`src/design/tcgdr_pkg.sv`:
```
// shared types, constants and helpers for the text cell gray dither rasterizer
// no dependencies; imported by every module of the block

package tcgdr_pkg;

  localparam int CELL_W_DEF      = 8;
  localparam int CELL_H_DEF      = 16;
  localparam int QUEUE_DEPTH_DEF = 4;

  localparam int PIX_W      = 8;
  localparam int RGB_W      = 24;
  localparam int SUM_W      = 16;
  localparam int LUMA_W     = 8;
  localparam int CFG_IDX_W  = 3;
  localparam int IN_DATA_W  = 104;
  localparam int IN_USER_W  = 2;

  localparam logic [SUM_W-1:0] W_RED   = 16'd54;
  localparam logic [SUM_W-1:0] W_GREEN = 16'd182;
  localparam logic [SUM_W-1:0] W_BLUE  = 16'd19;
  // reciprocal of 255 scaled by 2**23, exact for sums up to 65535
  localparam logic [31:0] RECIP_255   = 32'h0000_8081;
  localparam int          RECIP_SHIFT = 23;

  typedef enum logic [CFG_IDX_W-1:0] {
    CFG_BLACK_LIMIT    = 3'd0,
    CFG_WHITE_LIMIT    = 3'd1,
    CFG_CURSOR_FG      = 3'd2,
    CFG_ACTIVE_CURSOR  = 3'd3,
    CFG_PASSIVE_CURSOR = 3'd4
  } cfg_idx_t;

  typedef enum logic [1:0] {
    KIND_HALF  = 2'd0,
    KIND_LEFT  = 2'd1,
    KIND_RIGHT = 2'd2,
    KIND_OTHER = 2'd3
  } width_kind_t;

  typedef enum logic [1:0] {
    BAND_BLACK  = 2'd0,
    BAND_DITHER = 2'd1,
    BAND_WHITE  = 2'd2
  } band_t;

  typedef struct packed {
    logic [LUMA_W-1:0] black_limit;
    logic [LUMA_W-1:0] white_limit;
    logic [RGB_W-1:0]  cursor_fg_rgb;
    logic [RGB_W-1:0]  active_cursor_rgb;
    logic [RGB_W-1:0]  passive_cursor_rgb;
  } cfg_t;

  typedef struct packed {
    logic [SUM_W-1:0] fg_sum;
    logic [SUM_W-1:0] bg_sum;
    logic [PIX_W-1:0] on_bits;
    logic             row_odd;
    logic             swap;
  } q_item_t;

endpackage

```
`src/design/tcgdr_front.sv`:
```
// front end: cursor match, colour selection, weighted sums and glyph bit pick
// depends on tcgdr_pkg; feeds tcgdr_queue

module tcgdr_front #(
  parameter int CELL_W = tcgdr_pkg::CELL_W_DEF,
  parameter int CELL_H = tcgdr_pkg::CELL_H_DEF
) (
  input  tcgdr_pkg::cfg_t                     cfg,
  input  logic                                in_tvalid,
  output logic                                in_tready,
  input  logic [tcgdr_pkg::IN_DATA_W-1:0]     in_tdata,
  input  logic [tcgdr_pkg::IN_USER_W-1:0]     in_tuser,
  input  logic                                q_full,
  output logic                                q_push,
  output tcgdr_pkg::q_item_t                  q_item
);
  import tcgdr_pkg::*;

  localparam int GW_HALF  = CELL_W;
  localparam int GW_WIDE  = 2 * CELL_W;
  localparam int PAD_HALF = ((GW_HALF + 7) / 8) * 8 - GW_HALF;
  localparam int PAD_WIDE = ((GW_WIDE + 7) / 8) * 8 - GW_WIDE;
  localparam int PAD_LEFT = PAD_WIDE + CELL_W;
  localparam logic [5:0] LAST_ROW = 6'(CELL_H - 1);

  logic [RGB_W-1:0] fg_in, bg_in, fg_sel, bg_sel;
  logic [15:0]      glyph;
  logic [3:0]       row;
  width_kind_t      kind;
  logic             uline, shown, passive, hit;
  logic [7:0]       col, line, ccol, cline;
  logic [8:0]       col_p1, col_m1;

  function automatic logic glyph_bit(input logic [15:0] g, input int b);
    logic r;
    r = 1'b0;
    if (b >= 0 && b < 16) r = g[b[3:0]];
    return r;
  endfunction

  function automatic logic [SUM_W-1:0] wsum(input logic [RGB_W-1:0] c);
    logic [SUM_W-1:0] s;
    s = W_RED * SUM_W'(c[23:16]) + W_GREEN * SUM_W'(c[15:8]) + W_BLUE * SUM_W'(c[7:0]);
    return s;
  endfunction

  assign fg_in   = in_tdata[23:0];
  assign bg_in   = in_tdata[47:24];
  assign glyph   = in_tdata[63:48];
  assign row     = in_tdata[67:64];
  assign uline   = in_tdata[68];
  assign col     = in_tdata[76:69];
  assign line    = in_tdata[84:77];
  assign ccol    = in_tdata[92:85];
  assign cline   = in_tdata[100:93];
  assign shown   = in_tdata[101];
  assign passive = in_tdata[102];
  assign kind    = width_kind_t'(in_tuser);

  assign col_p1 = {1'b0, col} + 9'd1;
  assign col_m1 = {1'b0, col} - 9'd1;

  always_comb begin
    hit = shown && (line == cline) &&
          ((col == ccol) ||
           (kind == KIND_LEFT  && col_p1 == {1'b0, ccol}) ||
           (kind == KIND_RIGHT && col_m1 == {1'b0, ccol}));
    fg_sel = hit ? cfg.cursor_fg_rgb : fg_in;
    bg_sel = hit ? (passive ? cfg.passive_cursor_rgb : cfg.active_cursor_rgb) : bg_in;
  end

  always_comb begin
    q_item.on_bits = '0;
    for (int w = 0; w < PIX_W; w++) begin
      if (w < CELL_W) begin
        unique case (kind)
          KIND_HALF: q_item.on_bits[w] = glyph_bit(glyph, PAD_HALF + CELL_W - 1 - w);
          KIND_LEFT: q_item.on_bits[w] = glyph_bit(glyph, PAD_LEFT + CELL_W - 1 - w);
          default:   q_item.on_bits[w] = glyph_bit(glyph, PAD_WIDE + CELL_W - 1 - w);
        endcase
      end
    end
    q_item.fg_sum  = wsum(fg_sel);
    q_item.bg_sum  = wsum(bg_sel);
    q_item.row_odd = row[0];
    q_item.swap    = uline && ({2'b00, row} == LAST_ROW);
  end

  assign in_tready = !q_full;
  assign q_push    = in_tvalid && !q_full;

endmodule

```
`src/design/tcgdr_queue.sv`:
```
// short first-in first-out queue between front and back end, show-ahead read
// depends on tcgdr_pkg for the entry type

module tcgdr_queue #(
  parameter int DEPTH = tcgdr_pkg::QUEUE_DEPTH_DEF
) (
  input  logic               clk,
  input  logic               rst_n,
  input  logic               push,
  input  tcgdr_pkg::q_item_t push_item,
  output logic               full,
  input  logic               pop,
  output logic               not_empty,
  output tcgdr_pkg::q_item_t head_item
);
  import tcgdr_pkg::*;

  localparam int PTR_W = (DEPTH > 1) ? $clog2(DEPTH) : 1;
  localparam int CNT_W = $clog2(DEPTH + 1);
  localparam logic [PTR_W-1:0] LAST_PTR = PTR_W'(DEPTH - 1);
  localparam logic [CNT_W-1:0] FULL_CNT = CNT_W'(DEPTH);

  q_item_t          mem_r [DEPTH];
  logic [PTR_W-1:0] wr_ptr_r, wr_ptr_nxt, rd_ptr_r, rd_ptr_nxt;
  logic [CNT_W-1:0] cnt_r, cnt_nxt;

  assign full      = (cnt_r == FULL_CNT);
  assign not_empty = (cnt_r != '0);
  assign head_item = mem_r[rd_ptr_r];

  always_comb begin
    wr_ptr_nxt = wr_ptr_r;
    rd_ptr_nxt = rd_ptr_r;
    cnt_nxt    = cnt_r;
    if (push) wr_ptr_nxt = (wr_ptr_r == LAST_PTR) ? '0 : wr_ptr_r + 1'b1;
    if (pop)  rd_ptr_nxt = (rd_ptr_r == LAST_PTR) ? '0 : rd_ptr_r + 1'b1;
    if (push && !pop) cnt_nxt = cnt_r + 1'b1;
    else if (pop && !push) cnt_nxt = cnt_r - 1'b1;
  end

  always_ff @(posedge clk) begin
    if (!rst_n) begin
      wr_ptr_r <= '0;
      rd_ptr_r <= '0;
      cnt_r    <= '0;
    end else begin
      wr_ptr_r <= wr_ptr_nxt;
      rd_ptr_r <= rd_ptr_nxt;
      cnt_r    <= cnt_nxt;
    end
  end

  always_ff @(posedge clk) begin
    if (push) mem_r[wr_ptr_r] <= push_item;
  end

  a_no_overflow: assert property (@(posedge clk) disable iff (!rst_n)
    full && !pop |-> !push)
    else $error("queue written while full");

  a_no_underflow: assert property (@(posedge clk) disable iff (!rst_n)
    pop |-> not_empty)
    else $error("queue read while empty");

endmodule

```
`src/design/tcgdr_back.sv`:
```
// back end: luma by reciprocal multiply, banding, separation, underline, dither
// depends on tcgdr_pkg; drains tcgdr_queue and holds the output register

module tcgdr_back #(
  parameter int CELL_W = tcgdr_pkg::CELL_W_DEF
) (
  input  logic                         clk,
  input  logic                         rst_n,
  input  tcgdr_pkg::cfg_t              cfg,
  input  logic                         q_not_empty,
  input  tcgdr_pkg::q_item_t           q_head,
  output logic                         q_pop,
  output logic                         out_tvalid,
  input  logic                         out_tready,
  output logic [tcgdr_pkg::PIX_W-1:0]  out_tdata
);
  import tcgdr_pkg::*;

  logic              s1_v_r, out_v_r;
  logic [LUMA_W-1:0] fl_r, bl_r, fl_nxt, bl_nxt;
  logic [PIX_W-1:0]  on_r;
  logic              row_odd_r, swap_r;
  logic [PIX_W-1:0]  pix_r, pix_nxt;
  logic [31:0]       fprod, bprod;
  logic              adv1, adv2;
  band_t             fgb, bgb, fgb_a, bgb_a, fgb_s, bgb_s, band;

  function automatic band_t band_of(input logic [LUMA_W-1:0] l, input cfg_t c);
    band_t b;
    if (l <= c.black_limit)     b = BAND_BLACK;
    else if (l < c.white_limit) b = BAND_DITHER;
    else                        b = BAND_WHITE;
    return b;
  endfunction

  function automatic band_t band_dn(input band_t b);
    band_t r;
    unique case (b)
      BAND_WHITE:  r = BAND_DITHER;
      BAND_DITHER: r = BAND_BLACK;
      default:     r = BAND_BLACK;
    endcase
    return r;
  endfunction

  function automatic band_t band_up(input band_t b);
    band_t r;
    unique case (b)
      BAND_BLACK:  r = BAND_DITHER;
      BAND_DITHER: r = BAND_WHITE;
      default:     r = BAND_WHITE;
    endcase
    return r;
  endfunction

  assign adv2  = !out_v_r || out_tready;
  assign adv1  = !s1_v_r || adv2;
  assign q_pop = q_not_empty && adv1;

  // sum / 255 as multiply by reciprocal
  assign fprod  = 32'(q_head.fg_sum) * RECIP_255;
  assign bprod  = 32'(q_head.bg_sum) * RECIP_255;
  assign fl_nxt = fprod[RECIP_SHIFT +: LUMA_W];
  assign bl_nxt = bprod[RECIP_SHIFT +: LUMA_W];

  always_comb begin
    fgb   = band_of(fl_r, cfg);
    bgb   = band_of(bl_r, cfg);
    fgb_a = fgb;
    bgb_a = bgb;
    if (fgb == bgb) begin
      if (fl_r < bl_r) begin
        if (fgb != BAND_BLACK) fgb_a = band_dn(fgb);
        else                   bgb_a = band_up(bgb);
      end else begin
        if (bgb != BAND_BLACK) bgb_a = band_dn(bgb);
        else                   fgb_a = band_up(fgb);
      end
    end
    fgb_s = swap_r ? bgb_a : fgb_a;
    bgb_s = swap_r ? fgb_a : bgb_a;
    pix_nxt = '0;
    for (int w = 0; w < PIX_W; w++) begin
      band = on_r[w] ? fgb_s : bgb_s;
      if (w < CELL_W) begin
        unique case (band)
          BAND_WHITE:  pix_nxt[w] = 1'b0;
          BAND_DITHER: pix_nxt[w] = row_odd_r ^ (w[0] == 1'b1);
          default:     pix_nxt[w] = 1'b1;
        endcase
      end
    end
  end

  always_ff @(posedge clk) begin
    if (!rst_n) begin
      s1_v_r  <= 1'b0;
      out_v_r <= 1'b0;
    end else begin
      if (adv1) s1_v_r <= q_not_empty;
      if (adv2) out_v_r <= s1_v_r;
    end
  end

  always_ff @(posedge clk) begin
    if (q_pop) begin
      fl_r      <= fl_nxt;
      bl_r      <= bl_nxt;
      on_r      <= q_head.on_bits;
      row_odd_r <= q_head.row_odd;
      swap_r    <= q_head.swap;
    end
    if (adv2 && s1_v_r) pix_r <= pix_nxt;
  end

  assign out_tvalid = out_v_r;
  assign out_tdata  = pix_r;

  a_pop_fills_stage: assert property (@(posedge clk) disable iff (!rst_n)
    q_pop |=> s1_v_r)
    else $error("popped entry did not reach luma stage");

  a_stage_holds: assert property (@(posedge clk) disable iff (!rst_n)
    s1_v_r && !adv2 |=> s1_v_r && $stable(fl_r) && $stable(bl_r))
    else $error("luma stage changed while blocked");

endmodule

```
`src/design/text_cell_gray_dither_rasterizer_top.sv`:
```
// top level of the text cell gray dither rasterizer: config registers, front, queue, back
// depends on tcgdr_pkg, tcgdr_front, tcgdr_queue, tcgdr_back
//
// channel | direction | handshake          | payload
// in_     | in        | in_tvalid/tready   | in_tdata (cell fields), in_tuser (width kind)
// out_    | out       | out_tvalid/tready  | out_tdata (pixel row)
// cfg_    | in        | cfg_wr_en          | cfg_index, cfg_wdata
//
// one pixel row per cycle sustained while out_tready is high; an input transfer reaches
// output valid through the queue write, the luma multiply stage and the output register
// the reciprocal multiply feeds the luma stage register in the back end
// reset clears queue pointers and stage valids and loads register defaults
// output stalls back up through the queue; input is taken while the queue has room

module text_cell_gray_dither_rasterizer_top #(
  parameter int CELL_W      = tcgdr_pkg::CELL_W_DEF,
  parameter int CELL_H      = tcgdr_pkg::CELL_H_DEF,
  parameter int QUEUE_DEPTH = tcgdr_pkg::QUEUE_DEPTH_DEF
) (
  input  logic                              clk,
  input  logic                              rst_n,
  input  logic                              in_tvalid,
  output logic                              in_tready,
  // fg_rgb, bg_rgb, glyph_row, row_index, underline, cell_col, cell_line,
  // cursor_col, cursor_line, cursor_shown, cursor_passive, zero pad
  input  logic [tcgdr_pkg::IN_DATA_W-1:0]   in_tdata,
  // width_kind
  input  logic [tcgdr_pkg::IN_USER_W-1:0]   in_tuser,
  output logic                              out_tvalid,
  input  logic                              out_tready,
  // pixel_row
  output logic [tcgdr_pkg::PIX_W-1:0]       out_tdata,
  input  logic                              cfg_wr_en,
  input  logic [tcgdr_pkg::CFG_IDX_W-1:0]   cfg_index,
  input  logic [tcgdr_pkg::RGB_W-1:0]       cfg_wdata
);
  import tcgdr_pkg::*;

  cfg_t    cfg_r;
  q_item_t push_item, head_item;
  logic    q_push, q_full, q_pop, q_not_empty;

  always_ff @(posedge clk) begin
    if (!rst_n) begin
      cfg_r.black_limit        <= 8'd85;
      cfg_r.white_limit        <= 8'd170;
      cfg_r.cursor_fg_rgb      <= 24'h000000;
      cfg_r.active_cursor_rgb  <= 24'hFFFFFF;
      cfg_r.passive_cursor_rgb <= 24'h808080;
    end else if (cfg_wr_en) begin
      unique case (cfg_index)
        CFG_BLACK_LIMIT:    cfg_r.black_limit        <= cfg_wdata[LUMA_W-1:0];
        CFG_WHITE_LIMIT:    cfg_r.white_limit        <= cfg_wdata[LUMA_W-1:0];
        CFG_CURSOR_FG:      cfg_r.cursor_fg_rgb      <= cfg_wdata;
        CFG_ACTIVE_CURSOR:  cfg_r.active_cursor_rgb  <= cfg_wdata;
        CFG_PASSIVE_CURSOR: cfg_r.passive_cursor_rgb <= cfg_wdata;
        default: ;
      endcase
    end
  end

  tcgdr_front #(.CELL_W(CELL_W), .CELL_H(CELL_H)) u_front (
    .cfg       (cfg_r),
    .in_tvalid (in_tvalid),
    .in_tready (in_tready),
    .in_tdata  (in_tdata),
    .in_tuser  (in_tuser),
    .q_full    (q_full),
    .q_push    (q_push),
    .q_item    (push_item)
  );

  tcgdr_queue #(.DEPTH(QUEUE_DEPTH)) u_queue (
    .clk       (clk),
    .rst_n     (rst_n),
    .push      (q_push),
    .push_item (push_item),
    .full      (q_full),
    .pop       (q_pop),
    .not_empty (q_not_empty),
    .head_item (head_item)
  );

  tcgdr_back #(.CELL_W(CELL_W)) u_back (
    .clk         (clk),
    .rst_n       (rst_n),
    .cfg         (cfg_r),
    .q_not_empty (q_not_empty),
    .q_head      (head_item),
    .q_pop       (q_pop),
    .out_tvalid  (out_tvalid),
    .out_tready  (out_tready),
    .out_tdata   (out_tdata)
  );

endmodule

```
`config.mk`:
```
export PLATFORM = sky130hd
export DESIGN_NAME = text_cell_gray_dither_rasterizer_top
export DESIGN_NICKNAME = d
export VERILOG_FILES = /design/src/design/tcgdr_pkg.sv /design/src/design/tcgdr_front.sv /design/src/design/tcgdr_queue.sv /design/src/design/tcgdr_back.sv /design/src/design/text_cell_gray_dither_rasterizer_top.sv
export SDC_FILE = /design/constraint.sdc
export NUM_CORES = 1
export LEC_CHECK = 0
export ABC_AREA = 1
export BUFFER_PORTS_ARGS = -buffer_cell sky130_fd_sc_hd__buf_4
export CAP_MARGIN = 0
export CORE_ASPECT_RATIO = 0.5
export CORE_MARGIN = 4
export CORE_UTILIZATION = 30
export CTS_CLUSTER_SIZE = 28
export DETAILED_ROUTE_END_ITERATION = 16
export PLACE_DENSITY = 0.5
export SYNTH_ARGS = -nofsm -noshare
export SYNTH_HDL_FRONTEND = slang
export SYNTH_SLANG_ARGS = --single-unit
```
`constraint.sdc`:
```
create_clock -name clk -period 14.4 [get_ports clk]
set_input_delay 4.32 -clock clk [delete_from_list [all_inputs] [get_ports clk]]
set_output_delay 4.32 -clock clk [all_outputs]
set_load 0.01 [all_outputs]
```
# After elaboration in Yosys (flattened, before gate mapping)
# Memory sizes are Yosys's and may differ from the RTL's. A register that Yosys moved wholly into a read port is not among the register bits.
# Index checks and enable logic that the tools add are counted.
word_totals:
  input_bits: 138
  mem_count: 1
  out_inout_bits: 10
  ff_bits: 131
  mem_bits_rw: 168
mem_list:
  columns: ["name", "depth", "width", "read_ports", "rd_ports_with_merged_regs", "write_ports", "line", "text"]
  rows:
  - ["u_queue.mem_r", 4, 42, 1, 1, 1, "tcgdr_queue.sv:23", "q_item_t mem_r [DEPTH];"]
classes:
  n_lt_le_gt_ge: 5
  eq_ne: 33
  n_bitwise: 1
  n_reduce_logical: 31
  multipliers: 8
  n_mux: 53
  n_addsub: 10
ops:
  columns: ["op", "count"]
  rows:
  - ["24-bit 2-to-1 mux", 3]
  - ["16-bit by 16-bit multiplier with 31-bit output, second input constant", 2]
  - ["2-bit 2-to-1 mux", 28]
  - ["5-bit by 8-bit multiplier with 13-bit output, first input constant", 4]
  - ["14-bit by 16-bit adder with 16-bit output", 2]
  - ["16-bit by 13-bit adder with 16-bit output", 2]
  - ["7-bit by 8-bit multiplier with 15-bit output, first input constant", 2]
  - ["2-bit equality test, second input constant", 13]
  - ["8-bit less-than comparator", 3]
  - ["2-bit by 1-bit equality test with 1-bit output, second input constant", 9]
  - ["9-bit by 8-bit equality test with 1-bit output", 2]
  - ["8-bit equality test", 2]
  - ["8-bit less-or-equal comparator", 2]
  - ["1-bit case mux with 2 select lines", 8]
  - ["1-bit 2-to-1 mux", 12]
  - ["1-bit logical AND", 10]
  - ["2-bit AND reduction", 5]
  - ["8-bit by 1-bit adder with 9-bit output, second input constant", 1]
  - ["8-bit by 1-bit subtractor with 9-bit output, second input constant", 1]
  - ["3-bit by 2-bit equality test with 1-bit output, second input constant", 2]
  - ["3-bit equality test, second input constant", 2]
  - ["3-bit 2-to-1 mux", 2]
  - ["2-bit nonzero test", 3]
  - ["1-bit zero test", 5]
  - ["other kinds (11)", 16]

# Depth between registers and ports, before layout
depth:
  depth_word: 12
  ltp_mapped: 41
  depth_no_buf: 40

# Modules after synthesis
# From an unflattened synthesis, not the netlist that was laid out.
hier_totals:
  cells_unflattened: 2982
  hier_area_um2: 24604.8
modules_own_cells:
  columns: ["module", "instances", "seq_area_each_um2", "cells_per_inst", "area_per_inst_um2"]
  rows:
  - ["tcgdr_front", 1, 0.0, 1410, 9429.0]
  - ["tcgdr_queue", 1, 5225.0, 466, 6707.7]
  - ["tcgdr_back", 1, 1061.0, 626, 5067.4]
  - ["text_cell_gray_dither_rasterizer_top", 1, 1761.7, 480, 3400.8]

# Worst setup path before layout
# Ideal clock, no wire load.
synth_timing:
  kind: "input to register"
  start: "in in_tdata[69] (netlist bit)"
  end: "mem u_queue.mem_r[0][23] (netlist bit) (data pin)"
  path_slack_ns: 2.607
  t_required_ns: 14.220
  t_arrival_ns: 11.612
  path_buffers: 2
  stages: 34
  path_cell_list: "inv_1 -> ha_1 -> xnor2_1 -> nand3_1 -> a211oi_1 -> nand3_1 -> nand3_2 -> nand2_2 -> buf_6 -> buf_6 -> o31ai_2 -> ha_1 -> ha_1 -> inv_1 -> fa_1 -> fa_1 -> inv_1 -> ha_1 -> inv_1 -> o31ai_1 -> xor2_1 -> inv_1 -> fa_1 -> ha_1 -> fa_1 -> inv_1 -> fa_1 -> inv_1 -> ha_1 -> nand2_1 -> o21ai_0 -> a31oi_1 -> o21bai_1 -> xor2_1"
synth_rtl:
  columns: ["element", "line", "text"]
  rows:
  - ["start, declared", "text_cell_gray_dither_rasterizer_top.sv:26", "input logic [tcgdr_pkg::IN_DATA_W-1:0] in_tdata,"]
  - ["end, declared", "tcgdr_queue.sv:23", null]

==> metrics.md <==
| Metric | Value |
|---|---|
| Cts hold-fix bufs | `0` |
| Fraction of layout cells with a size suffix above 1 | `under 10%` |
| Slew Limit Fails | `0` |
| Yosys reg bits | `roughly 300` |
| Setup Buffers After CTS | `0` |
| CP arrival | `~13 ns` |
| Routed len/inst | `about 16 µm` |
| Initial DRC count | `approximately 970` |
| IO Count | `148` |
| Post-cts resize count | `0` |
| Die Y | `about 200 µm` |
| N_diodes | `0` |
| Setup CP Type | `input pin to flip-flop` |
| Cells after synthesis | `between 2,000 and 3,000` |
| Placed insts | `about 3,800` |
| Die area | `between 80,000 and 90,000 µm²` |
| Least-Margin Pin Slew | `0.981 ns` |
| Via count | `around 18,000` |
| Clock buffer depth | `3` |
| Kind of cell adding the most delay to the critical path | `adder cells` |
| Top-count cell post-synth | `nand2_1` |
| Placer Congestion | `~0.8` |
| Highest metal used | `met4` |
| Port buffer count | `146` |
| Site Rows | `slightly above 70` |
| Initial antenna violation count | `0` |
| EDFF count, synth | `approximately 200` |
| Vias per Instance | `4.63` |
| WL met3 | `~2000 µm` |
| Fin crit share | `88.0%` |
| Grt ovf | `0` |
| Crit path time final | `12.67 ns` |
| Yosys top cell area share | `about a quarter` |
| Post-Route WL | `around 60,000 µm` |
| Area leader, netlist | `edfxtp_1` |
| Syn. warnings | `0` |
| Synth unique cells | `47` |
| Total length of routed met2 wires | `about 28,000 µm` |
| Area Overhead vs Synth | `14.5%` |
| Max-cap viol count | `0` |
| Fin cells | `about 3,800` |
| Final Hold Vio Count | `0` |
| Class of the worst hold path | `flip-flop to flip-flop` |
| Status | `finished clean` |
| Cell Area, Synth | `roughly 23,000 µm²` |
| Slew margin rel. | `34.6%` |
| Critical path required time | `~15 ns` |
| Clock slew at reported path FFs | `0.06 ns` |
| Residual DRC | `0` |
| Worst path most repeated cell | `inv_1` |
| Largest stage delay on the critical path | `0.60 ns` |
| Nets | `3,379` |
| Insertion delay to the later sink of the worst-skew pair | `between 0.5 and 0.6 ns` |
| Pre-antenna DRT Iters | `5` |
| Num CTS Buffers | `35` |
| Fmax | `~0.079 GHz` |
| Vias in the first global route | `~18,000` |
| Clock root cell | `clkbuf_16` |
| Syn_area_per_cell | `8.76 µm²` |
| RSZ-0062 raised after global routing | `false` |
| Dpl hpwl | `roughly 46,000 µm` |
| Tot GR Track Use | `14.6%` |
| Top cells by area, synth | `edfxtp_1, ha_1, dfxtp_1` |
| Fin Hold WS | `between 0.4 and 0.5 ns` |
| CTS Sinks | `~300` |
| First-pass GRT wire length | `95,900 µm` |
| Starting density of the core | `~31%` |
| TritonCTS clock tree | `built` |
| Antenna viol nets, final | `0` |
| Commonest cells in the netlist | `nand2_1, inv_1, ha_1` |
| WL met1 | `28,800 µm` |
| Setup TNS | `0 ns` |
| Worst setup SP type | `input pin` |
| Chip Width | `402 µm` |
| H-tree depth | `2` |
| Core area | `roughly 76,000 µm²` |
| Setup slack at placement | `about 1.2 ns` |
| CP max FO | `64` |
| Synth Net Count | `~3,200` |
| Final Setup Violations | `0` |
| Largest net degree at the start of global routing | `65` |
| CP max stage cell | `o31ai_2` |
| Max Clock Skew | `between 0.02 and 0.03 ns` |
| Worst Path Buf+Inv | `8` |
| Sequential area share after synthesis | `34.6%` |
| Crit end category | `flip-flop` |
| Synth Flop Type | `edfxtp_1` |
| Setup ws final | `1.73 ns` |
| Async set-or-reset flop fraction in the synthesized netlist | `0%` |
[area by class of cell]
cell class                      count  area, µm²
Fill cell                        7868      49300
Multi-Input combinational cell   1889      13500
Sequential cell                   301       8050
Inverter                          400       1500
Tap cell                         1022       1280
Timing Repair Buffer              162       1220
Clock buffer                       43        927
Clock inverter                     20        176
[kinds of logic (layout without fill, tap and decap cells)]
logic type	Yosys count	in the layout	share of synthesized area, %
AND/OR/NAND/NOR	873	873	15.1
AO/OA/AOI/OAI	467	467	11.5
buffers and inverters	462	625	7.64
adder cells (fa/ha/maj)	452	452	27.4
flip-flops	301	301	34.6
XOR/XNOR	97	97	3.69
[routing by layer]
| layer | track usage, % | up-vias |
|---|---|---|
| met3 | 1.79 | 58 |
| met2 | 25.0 | 245 |
| met1 | 19.9 | 8324 |
| met4 | 3.21 | 0 |
| li1 | - | 9124 |
| met5 | 0 | - |
[flip-flops by register name, indices dropped and copies added, names as in the netlist, 2 cells and up, named ones only]
register          cells
u_queue.wr_ptr_r      2
u_queue.rd_ptr_r      2
u_back.on_r           8
u_queue.mem_r       168
u_back.bl_r           8
cfg_r                88
u_back.out_tdata      8
u_queue.cnt_r         3
u_back.fl_r           8
[worst paths after layout]
check / cells after the start / start / slack [ns] / to
setup reg to reg: 25 / cfg_r[10] / 7.12 / u_queue.mem_r[1][23]
hold reg to reg: 2 / cfg_r[52] / 0.46 / cfg_r[52]
hold / removal: 2 / cfg_r[52] / 0.46 / cfg_r[52]
setup / recovery: 33 / in_tdata[69] / 1.73 / u_queue.mem_r[1][23]
[tightest hold or removal path, stage by stage (launching register included)]
cell,delay [ns]
dfxtp_1,0.30
inv_1,0.06
a21oi_1,0.06
[stage by stage]
stage | util (%) | instance area, µm²
3_3_place_gp | 33.6 | 25500
4_1_cts | 35.0 | 26600
5_1_grt | 35.0 | 26600
2_1_floorplan | - | 23200
3_5_place_dp | 33.6 | 25500
6_report | 35.0 | 26600
[cell usage in the layout (no fill, tap or decap), types with 62 or more instances in the layout]
cell,n
o21ai_0,195
xor2_1,62
inv_1,395
a21oi_1,148
fa_1,95
nand2_1,479
nand3_1,76
buf_4,162
edfxtp_1,202
ha_1,357
dfxtp_1,98
nor2_1,262
Power is left out: the tool's default activity adds up to more than one toggle a clock period on the data nets, which glitch-free logic cannot reach.
